<file path="config.mk">
export PLATFORM = sky130hd
export DESIGN_NAME = bsf_ctrl
export DESIGN_NICKNAME = d
export VERILOG_FILES = /design/src/bsf_pkg.sv /design/src/bsf_ctrl.sv
export SDC_FILE = /design/constraint.sdc
export NUM_CORES = 1
export LEC_CHECK = 0
export ABC_CLOCK_PERIOD_IN_PS = 1300
export BUFFER_PORTS_ARGS = -buffer_cell sky130_fd_sc_hd__buf_2
export CAP_MARGIN = 10
export CORE_AREA = 2 2 39 41
export DETAILED_ROUTE_END_ITERATION = 6
export DIE_AREA = 0 0 41 43
export RECOVER_POWER = 50
export SLEW_MARGIN = 20
export SYNTH_ARGS = -nofsm -noshare
export SYNTH_HDL_FRONTEND = slang
export SYNTH_SLANG_ARGS = --single-unit
</file>
<file path="constraint.sdc">
create_clock -name clk_i -period 1.3 [get_ports clk_i]
set_input_delay 0.26 -clock clk_i [delete_from_list [all_inputs] [get_ports clk_i]]
set_output_delay 0.26 -clock clk_i [all_outputs]
set_load 0.005 [all_outputs]
</file>
<file path="src/bsf_pkg.sv">
package bsf_pkg;

  // index field width, fixed by the request format
  localparam int IDX_W = 12;

  typedef enum logic [1:0] {
    OP_CLEAR = 2'd0,
    OP_SET   = 2'd1,
    OP_TEST  = 2'd2,
    OP_FIND  = 2'd3
  } bsf_op_e;

  typedef struct packed {
    logic [1:0]       opcode;
    logic [IDX_W-1:0] bit_index;
  } bsf_in_t;

  typedef struct packed {
    logic             bit_was_set;
    logic [IDX_W-1:0] first_set_index;
    logic             none_found;
  } bsf_out_t;

  // controller to datapath
  typedef struct packed {
    logic load;       // capture request, rewind word counter
    logic rd_word;    // read the addressed word
    logic finish_rw;  // set: write back, test: capture bit
    logic clr_step;   // write zero at counter, advance
    logic scan_step;  // issue next scan read
    logic res_zero;   // result all zero
    logic res_find;   // result from scan hit or miss
    logic out_load;   // move result into output register
  } bsf_cmd_t;

  // datapath to controller
  typedef struct packed {
    logic sweep_last; // counter at last word
    logic hit;        // scanned word has a set bit
    logic scan_end;   // last word scanned and empty
  } bsf_sts_t;

endpackage

</file>
<file path="src/bsf_ctrl.sv">
module bsf_ctrl import bsf_pkg::*; (
  input  logic     clk_i,
  input  logic     rst_ni,
  input  logic     in_valid_i,
  input  bsf_op_e  in_op_i,
  output logic     in_stall_o,
  output logic     out_valid_o,
  input  logic     out_stall_i,
  output bsf_cmd_t cmd_o,
  input  bsf_sts_t sts_i
);

  localparam logic [2:0] S_INIT   = 3'd0;
  localparam logic [2:0] S_IDLE   = 3'd1;
  localparam logic [2:0] S_ADDR   = 3'd2;
  localparam logic [2:0] S_MODIFY = 3'd3;
  localparam logic [2:0] S_CLEAR  = 3'd4;
  localparam logic [2:0] S_SCAN   = 3'd5;
  localparam logic [2:0] S_DONE   = 3'd6;

  logic [2:0] state_q, state_d;
  logic       out_valid_q, out_valid_d;
  logic       accept;

  assign in_stall_o = (state_q != S_IDLE);
  assign accept     = in_valid_i && (state_q == S_IDLE);

  always_comb begin
    state_d = state_q;
    cmd_o   = '0;
    case (state_q)
      S_INIT: begin
        cmd_o.clr_step = 1'b1;
        if (sts_i.sweep_last) begin
          state_d = S_IDLE;
        end
      end
      S_IDLE: begin
        if (accept) begin
          cmd_o.load = 1'b1;
          case (in_op_i)
            OP_CLEAR: state_d = S_CLEAR;
            OP_SET:   state_d = S_ADDR;
            OP_TEST:  state_d = S_ADDR;
            OP_FIND:  state_d = S_SCAN;
            default:  state_d = S_ADDR;
          endcase
        end
      end
      S_ADDR: begin
        cmd_o.rd_word = 1'b1;
        state_d = S_MODIFY;
      end
      S_MODIFY: begin
        cmd_o.finish_rw = 1'b1;
        state_d = S_DONE;
      end
      S_CLEAR: begin
        cmd_o.clr_step = 1'b1;
        if (sts_i.sweep_last) begin
          cmd_o.res_zero = 1'b1;
          state_d = S_DONE;
        end
      end
      S_SCAN: begin
        cmd_o.scan_step = 1'b1;
        if (sts_i.hit || sts_i.scan_end) begin
          cmd_o.res_find = 1'b1;
          state_d = S_DONE;
        end
      end
      S_DONE: begin
        if (!out_valid_q || !out_stall_i) begin
          cmd_o.out_load = 1'b1;
          state_d = S_IDLE;
        end
      end
      default: begin
        state_d = S_IDLE;
      end
    endcase
  end

  assign out_valid_d = cmd_o.out_load || (out_valid_q && out_stall_i);
  assign out_valid_o = out_valid_q;

  always_ff @(posedge clk_i or negedge rst_ni) begin
    if (!rst_ni) begin
      state_q     <= S_INIT;
      out_valid_q <= 1'b0;
    end else begin
      state_q     <= state_d;
      out_valid_q <= out_valid_d;
    end
  end

endmodule

</file>
==> flow_summary.toml, run 1 <==
[setup_path]
crit_slowest_cell = "dfrtp_2"
crit_type = "reg -> out"
path_cells = "nor2b_4 > and2_4 > o21a_1 > buf_2"
critPathArrivalTime_ps = 1200
cp.required_ps = 1040
worst-path-max-fanout = 7
endpoint_kind = "output port"
crit_path_start_kind = "register"
critical_path.max_stage_delay_ps = 470

[yosys]
synth_warnings = 0
netlist_instances = 34
post-synth-top-area-cell = "dfrtp_1"
synth_edf_count = 0
ys_seq_area_share_pct = 32.39
syn_area_um2 = 309.0
syn_nets = 44
syn_area_per_cell_um2 = 9.090
synthDistinctLibCells = 24
yosys-top-cells-area = "dfrtp_1, nor2b_1, o21a_1"
synth-async-reset-ratio_pct = 100.0
yosys-top-cells-count = "dfrtp_1, nor2b_1"
synth_ff_type = "dfrtp_1"
synth.top_cell.area_share_pct = 32.39
ys_seq_elements = 4

[timing]
worst_slew_margin_rel_pct = 83.61
finalCriticalPeriod_ps = 1460
fin_crit_sh_pct = 112.3
hold_viol_final = 0
maxSlewViolCount = 0
tightest_slew_ps = 245.9
fmax_ghz = 0.6847
setup_viol = 8
setup_ws_ps = -160.4
skew_ps = 0.3963
setup_tns_ps = -746.0
rsz0062_at_grt = "true"

[place]
io_buffers = 18
dpl.hpwl_um = 587
gp_routability_congestion = 0.7820

[grt]
gr-usage-all-layers_pct = 11.69
antenna_found_initial = 0
grt_pass1_vias = 351
grt_pass1_wl_um = 1345
grt_overflow = 0
grt_max_degree = 8

[finish]
antenna_cells = 0
final_nets = 77
drive_gt1_share_pct = 67.69
syn2layout_area_growth_pct = 95.14
final_core_util_pct = 43.58

[clocking]
cts_tree = "built"
clock_sinks = 4
clock_path_buffers = 2
insertion_delay_ps = 240
numCtsBuffers = 3
clkSlewWorstSetupHoldPaths_ps = 40
htree_num_levels = 1
root_buffer = "clkbuf_4"

[routing]
drtPass1Iterations = 1
drt_iter0_markers = 0
detail-route-antenna-nets = 0
wire_per_inst_um = 11.10
dr.max_layer_used = "met4"
m1WireLength_um = 353
num_vias = 367
viasPerCell = 4.531
postRouteWirelength_um = 899
wl_met2_um = 480
route.detailed.drc = 0
wl_met3_um = 44

[power_and_ir_drop]
power_w = 0.001441
power.share.clock_pct = 11.3
pwr-share-seq_pct = 21.3
ir_drop_mv = 1.113
p_sw_share_pct = 36.04
comb_power_share_pct = 67.4
p_sw_w = 0.0005195
p_int_w = 0.0009218
p_per_area_mw_per_mm2 = 2390
power_leakage_nw = 0.3016

[status]
status = "finished with violations"
violations = "setup timing"

[floorplan]
num_rows = 14
die-area_mm2 = 0.001763
start_util_pct = 22.33
io_pins = 19
die_w_um = 41
core_mm2 = 0.001384
die_y_um = 43

[flow_run]
maxCapViolations = 0

[worst_hold_path]
holdCritPathClass = "in -> reg"
## final timing paths
path	startpoint	endpoint	slack, ps	cells past startpoint
min in group asynchronous	rst_ni	out_valid_o	380	2
max reg2reg	state_q[0]	state_q[1]	10	4
max	state_q[1]	cmd_o[1]	-160	4
min	out_stall_i	out_valid_o	290	3
min reg2reg	out_valid_o	out_valid_o	560	2
max in group asynchronous	rst_ni	state_q[1]	720	2
## stage by stage
step                      hold WS, ps  cell area [um^2]  instances  worst slack [ps]
after global routing            313.5             603.1         81            -193.5
after floorplan                -35.59             309.0         34             145.5
after CTS                       292.9             530.5         79            -139.3
final                           291.3             603.1         81            -160.4
after global placement          70.38             436.7         70             25.87
after detailed placement        70.45             436.7         70             32.12
## layout by cell type (no fill, tap or decap), types with 2 or more instances in the layout
| cell type | n |
|---|---|
| buf_2 | 15 |
| buf_6 | 8 |
| buf_4 | 4 |
| clkbuf_4 | 3 |
| nor2b_4 | 2 |
| nor2b_1 | 2 |
| and2_4 | 2 |
| o21a_1 | 2 |
| dfrtp_1 | 2 |
| dfrtp_2 | 2 |
## registers in the layout (all words and copies together) (netlist names)
name and count:
out_valid_o 1, state_q 3
## area by class of cell
cell class	instances	area, um^2
tap	16	20.02
timing repair buffer	29	209.0
sequential	4	102.6
multi-input combinational	28	245.2
fill	141	780.7
clock buffer	3	22.52
inverter	1	3.754
## layer usage
layer  up-vias  track usage, %
li1        187               -
met4         0           8.000
met3         4           3.141
met2        11           18.13
met5         -               0
met1       165           13.03
## critical path, delay by kind of cell, from the launching register on
| family | cells | cell delay (ps) |
|---|---|---|
| AO/OA/AOI/OAI | 1 | 100 |
| flip-flops | 1 | 470 |
| AND/OR/NAND/NOR | 2 | 290 |
| buffers and inverters | 1 | 100 |
## kinds of logic after synthesis
family | Yosys count | synth area share (%)
adder cells (fa/ha/maj) | 1 | 4.048
buffers and inverters | 2 | 2.831
flip-flops | 4 | 32.39
AND/OR/NAND/NOR | 18 | 36.44
AO/OA/AOI/OAI | 9 | 24.29
## power by group through the flow
stage	registers (W)	logic [W]	clock network, W
after CTS	0.000272	0.000779	0.000169
after floorplan	0.000256	0.000347	0
final	0.000307	0.000972	0.000163
after global routing	0.000318	0.00105	0.000172
after detailed placement	0.000268	0.000580	0
after global placement	0.000270	0.000572	0
## timing repair
item	CTS	global route
gates cloned	0	0
pin swaps	2	4
hold buffers	1	0
gates resized for setup	7	15
setup endpoints to repair	9	11
buffers inserted	5	2
endpoints found under the hold margin	4	0
No activity file was read; power rests on OpenSTA's default activity.
==> inputs of run 2 (changes only) <==
--- a/config.mk
+++ b/config.mk
@@ -6,11 +6,15 @@
 export NUM_CORES = 1
 export LEC_CHECK = 0
 export ABC_CLOCK_PERIOD_IN_PS = 1300
-export BUFFER_PORTS_ARGS = -buffer_cell sky130_fd_sc_hd__buf_2
 export CAP_MARGIN = 10
+export CELL_PAD_IN_SITES_DETAIL_PLACEMENT = 1
+export CELL_PAD_IN_SITES_GLOBAL_PLACEMENT = 2
 export CORE_AREA = 2 2 39 41
 export DETAILED_ROUTE_END_ITERATION = 6
 export DIE_AREA = 0 0 41 43
+export DONT_BUFFER_PORTS = 1
+export HOLD_SLACK_MARGIN = 0.1
+export PLACE_DENSITY_LB_ADDON = 0.1
 export RECOVER_POWER = 50
 export SLEW_MARGIN = 20
 export SYNTH_ARGS = -nofsm -noshare
==> flow_summary.toml, run 2 (same netlist as run 1, synthesis figures left out) <==
[status]
status = "finished with violations"
violations = "setup timing"

[clocking]
numCtsBuffers = 3
clkSlewWorstSetupHoldPaths_ps = 40
htree_num_levels = 1
clock_sinks = 4
insertion_delay_ps = 240
root_buffer = "clkbuf_4"
cts_tree = "built"
clock_path_buffers = 2

[place]
io_buffers = 0
gp_routability_congestion = 0.6351
dpl-instance-area_um2 = 359.1
placed_cells = 52

[setup_path]
cp.required_ps = 1040
endpoint_kind = "output port"
critical_path.max_stage_delay_ps = 440
critPathArrivalTime_ps = 1130
crit_path_start_kind = "register"
crit_type = "reg -> out"
rr_worst_depth = 4
worst-path-max-fanout = 6
path_cells = "nor2b_4 > and2_4 > o21a_1"
crit_slowest_cell = "dfrtp_2"

[timing]
fmax_ghz = 0.7178
fin_crit_sh_pct = 107.2
maxSlewViolCount = 0
setup_ws_ps = -93.16
setup_viol = 6
tightest_slew_ps = 262.4
hold_viol_final = 0
worst_slew_margin_rel_pct = 82.51
skew_ps = 8.224
finalCriticalPeriod_ps = 1393
rsz0062_at_grt = "true"

[floorplan]
die_w_um = 41
num_rows = 14
die_y_um = 43
core_mm2 = 0.001384
io_pins = 19
start_util_pct = 22.33
die-area_mm2 = 0.001763

[grt]
grt_pass1_vias = 334
antenna_found_initial = 0
grt_max_degree = 9
grt_overflow = 0
gr-usage-all-layers_pct = 12.19
grt_pass1_wl_um = 1393

[finish]
final_common_cell = "buf_4"
regArea_um2 = 102.6
syn2layout_area_growth_pct = 48.58
multiInputGateArea_um2 = 237.7
final_nets = 56
final_cell_mix = "buf_4, clkbuf_4"
instances_no_fill = 60
stdcell_area_um2 = 459.2
drive_gt1_share_pct = 47.73
largest_reg_flops = 3
fill_cells = 168
top_register = "state_q"
antenna_cells = 0
final_core_util_pct = 33.18

[power_and_ir_drop]
power_w = 0.001187
power_leakage_nw = 0.1982
p_per_area_mw_per_mm2 = 2586
ir_drop_mv = 0.9242

[routing]
num_vias = 306
route.detailed.drc = 0
drtPass1Iterations = 2
drt_iter0_markers = 7
detail-route-antenna-nets = 0
postRouteWirelength_um = 958
viasPerCell = 5.100
wire_per_inst_um = 15.97

[flow_run]
maxCapViolations = 0

[worst_hold_path]
holdCritPathClass = "in -> reg"
worstHoldPathCells = 2
## run 2: report_power, final
part / switching [W] / internal [W]
combinational: 0.000301 / 0.000419
clock: 0.0000581 / 0.000104
sequential: 0.000107 / 0.000198
## run 2: metal layers
| layer | wire [um] | GRT usage (%) |
|---|---|---|
| met3 | 68 | 2.094 |
| met5 | 0 | 0 |
| met4 | 14 | 10.00 |
| met2 | 496 | 18.44 |
| met1 | 378 | 13.96 |
## run 2: stage by stage
step	hold WS (ps)	setup slack, ps	setup TNS [ps]
after global routing	208.3	-137.0	-783.7
after CTS	186.0	-110.3	-585.0
after detailed placement	-35.47	11.25	0
after floorplan	-35.59	145.5	0
final	191.5	-93.16	-324.4
after global placement	-35.49	55.32	0
## run 2: critical path, delay by kind of cell (launching register included)
kind | cells | cell delay [ps]
simple gates | 2 | 330
compound gates | 1 | 130
flops | 1 | 440
## run 2: timing repair
action | in CTS | in global routing
pin swaps | 2 | 3
gates resized for setup | 5 | 8
endpoints found under the setup margin | 9 | 12
setup buffers | 3 | 1
hold buffers | 1 | 0
endpoints found under the hold margin | 4 | 0
## run 2: layout make-up
class,instances,area share [%]
well taps,16,4.360
repair buffers,8,15.80
multi-input cells,28,51.77
inverters,1,0.8174
flip-flops and latches,4,22.34
clock buffers,3,4.905
## run 2: final timing paths
kind | startpoint | to | slack (ps)
worst max-delay path | state_q[2] | cmd_o[1] | -90
worst min-delay path | out_stall_i | out_valid_o | 190
worst max register to register | state_q[1] | state_q[1] | 0
worst min register to register | out_valid_o | out_valid_o | 600
max in group asynchronous | rst_ni | state_q[1] | 820
min in group asynchronous | rst_ni | state_q[2] | 290
==> inputs of run 3 (changes only) <==
--- a/config.mk
+++ b/config.mk
@@ -6,13 +6,12 @@
 export NUM_CORES = 1
 export LEC_CHECK = 0
 export ABC_CLOCK_PERIOD_IN_PS = 1300
+export BUFFER_PORTS_ARGS = -buffer_cell sky130_fd_sc_hd__buf_2
 export CAP_MARGIN = 10
 export CELL_PAD_IN_SITES_DETAIL_PLACEMENT = 1
 export CELL_PAD_IN_SITES_GLOBAL_PLACEMENT = 2
-export CORE_AREA = 2 2 39 41
+export CORE_UTILIZATION = 20
 export DETAILED_ROUTE_END_ITERATION = 6
-export DIE_AREA = 0 0 41 43
-export DONT_BUFFER_PORTS = 1
 export HOLD_SLACK_MARGIN = 0.1
 export PLACE_DENSITY_LB_ADDON = 0.1
 export RECOVER_POWER = 50
==> flow_summary.toml, run 3 (same netlist as run 1, synthesis figures left out) <==
[routing]
viasPerCell = 4.494
num_vias = 364
wire_per_inst_um = 12.32
detail-route-antenna-nets = 0
postRouteWirelength_um = 998
drtPass1Iterations = 1
drt_iter0_markers = 0
route.detailed.drc = 0

[setup_path]
cp_num_buf_inv = 2
endpoint_kind = "output port"
cpLargestDelayFamily = "flip-flops"
crit_type = "reg -> out"
crit_path_start_kind = "register"
worstReg2RegStart = "state_q[1]"
critPathArrivalTime_ps = 1170
path_cells = "buf_6 > nor2b_4 > nand2b_1 > nor2_1 > buf_2"
cp.required_ps = 1040
crit_slowest_cell = "dfrtp_1"
worst-path-max-fanout = 5
critical_path.max_stage_delay_ps = 410
crit_start = "state_q[0]"

[grt]
grt_overflow = 0
grt_pass1_wl_um = 1269
grt_pass1_vias = 325
grt_use_met1_pct = 13.59
busiest_layer = "met2"
grt_max_degree = 10
grt_use_met2_pct = 19.92
antenna_found_initial = 0
gr-usage-all-layers_pct = 11.43
met3_usage_pct = 0.5319

[clocking]
root_buffer = "clkbuf_4"
clock_path_buffers = 2
insertion_delay_ps = 230
clkSlewWorstSetupHoldPaths_ps = 40
cts_tree = "built"
htree_num_levels = 1
numCtsBuffers = 3
clock_sinks = 4

[timing]
setup_tns_ps = -744.8
setup_viol = 8
rsz0062_at_grt = "true"
tightest_slew_ps = 301.3
skew_ps = 3.374
hold_viol_final = 0
finalCriticalPeriod_ps = 1434
setup_ws_ps = -134.4
worst_slew_margin_rel_pct = 79.91
fmax_ghz = 0.6972
maxSlewViolCount = 0
fin_crit_sh_pct = 110.3

[floorplan]
die-area_mm2 = 0.001707
start_util_pct = 22.62
io_pins = 19
die_y_um = 41.31
core_mm2 = 0.001366
die_w_um = 41.31
num_rows = 13

[power_and_ir_drop]
power_w = 0.001365
ir_drop_mv = 1.035
power_leakage_nw = 0.2948
p_per_area_mw_per_mm2 = 2357

[place]
dpl.hpwl_um = 721.7
gp_routability_congestion = 0.6474
io_buffers = 18

[finish]
final_common_cell = "buf_2"
regArea_um2 = 102.6
multiInputGateArea_um2 = 232.7
drive_gt1_share_pct = 63.64
final_nets = 78
largest_reg_flops = 3
fill_cells = 176
final_cell_mix = "buf_2, buf_4, buf_6"
final_core_util_pct = 42.40
antenna_cells = 0
syn2layout_area_growth_pct = 87.45
top_register = "state_q"

[flow_run]
maxCapViolations = 0

[status]
status = "finished with violations"
violations = "setup timing"

[worst_hold_path]
worstHoldStart = "out_stall_i"
holdCritPathClass = "in -> reg"
==> run 3: cell types whose count changed in the layout (fill, tap and decap cells not counted), sizes merged <==
cell | previous run | this run
buf | 7 | 28
clkbuf | 3 | 4
==> run 3: what timing repair did <==
action / in CTS / in global routing
resized for setup: 8 / 9
setup endpoints to repair: 9 / 11
endpoints found under the hold margin: 4 / 0
buffers inserted: 3 / 4
hold buffers: 1 / 0
pin swaps: 0 / 2
==> run 3: metrics by stage <==
stage	hold slack [ps]	cell area, um^2	setup slack [ps]	instances
3_5_place_dp	69.01	442.9	-19.75	70
6_report	293.0	579.3	-134.4	81
5_1_grt	304.0	579.3	-210.8	81
4_1_cts	297.1	521.8	-145.3	77
2_1_floorplan	-35.59	309.0	145.5	34
3_3_place_gp	66.23	442.9	8.254	70
==> run 3: final cells by class <==
type | instances | area share, %
Clock buffer | 3 | 3.888
Inverter | 1 | 0.6479
Multi-Input combinational cell | 28 | 40.17
Sequential cell | 4 | 17.71
Tap cell | 15 | 3.240
Timing Repair Buffer | 30 | 34.34
==> run 3: power by group <==
| part | switching [W] | internal, W | total (W) |
|---|---|---|---|
| clock network | 0.0000473 | 0.000103 | 0.000150 |
| registers | 0.0000932 | 0.000198 | 0.000291 |
| logic | 0.000350 | 0.000574 | 0.000924 |
| total | 0.000491 | 0.000875 | 0.00137 |
==> run 3: worst min-delay path, delay by kind of cell <==
family	cells	cell delay [ps]
AO/OA/AOI/OAI	1	70
buffers and inverters	1	90
AND/OR/NAND/NOR	1	60
==> run 3: path summary, 6_finish.rpt <==
kind | endpoint | slack (ps) | depth (start not counted)
worst min register to register | out_valid_o | 540 | 2
worst max register to register | state_q[1] | 0 | 4
min in group asynchronous | state_q[0] | 390 | 2
max in group asynchronous | state_q[1] | 710 | 2
worst max-delay path | cmd_o[7] | -130 | 5
worst min-delay path | out_valid_o | 290 | 3
==> run 3: layer usage <==
metal / vias up / wire (um)
met5: - / 0
met4: 0 / 0
met3: 0 / 34
met2: 9 / 545
met1: 166 / 417
li1: 189 / -
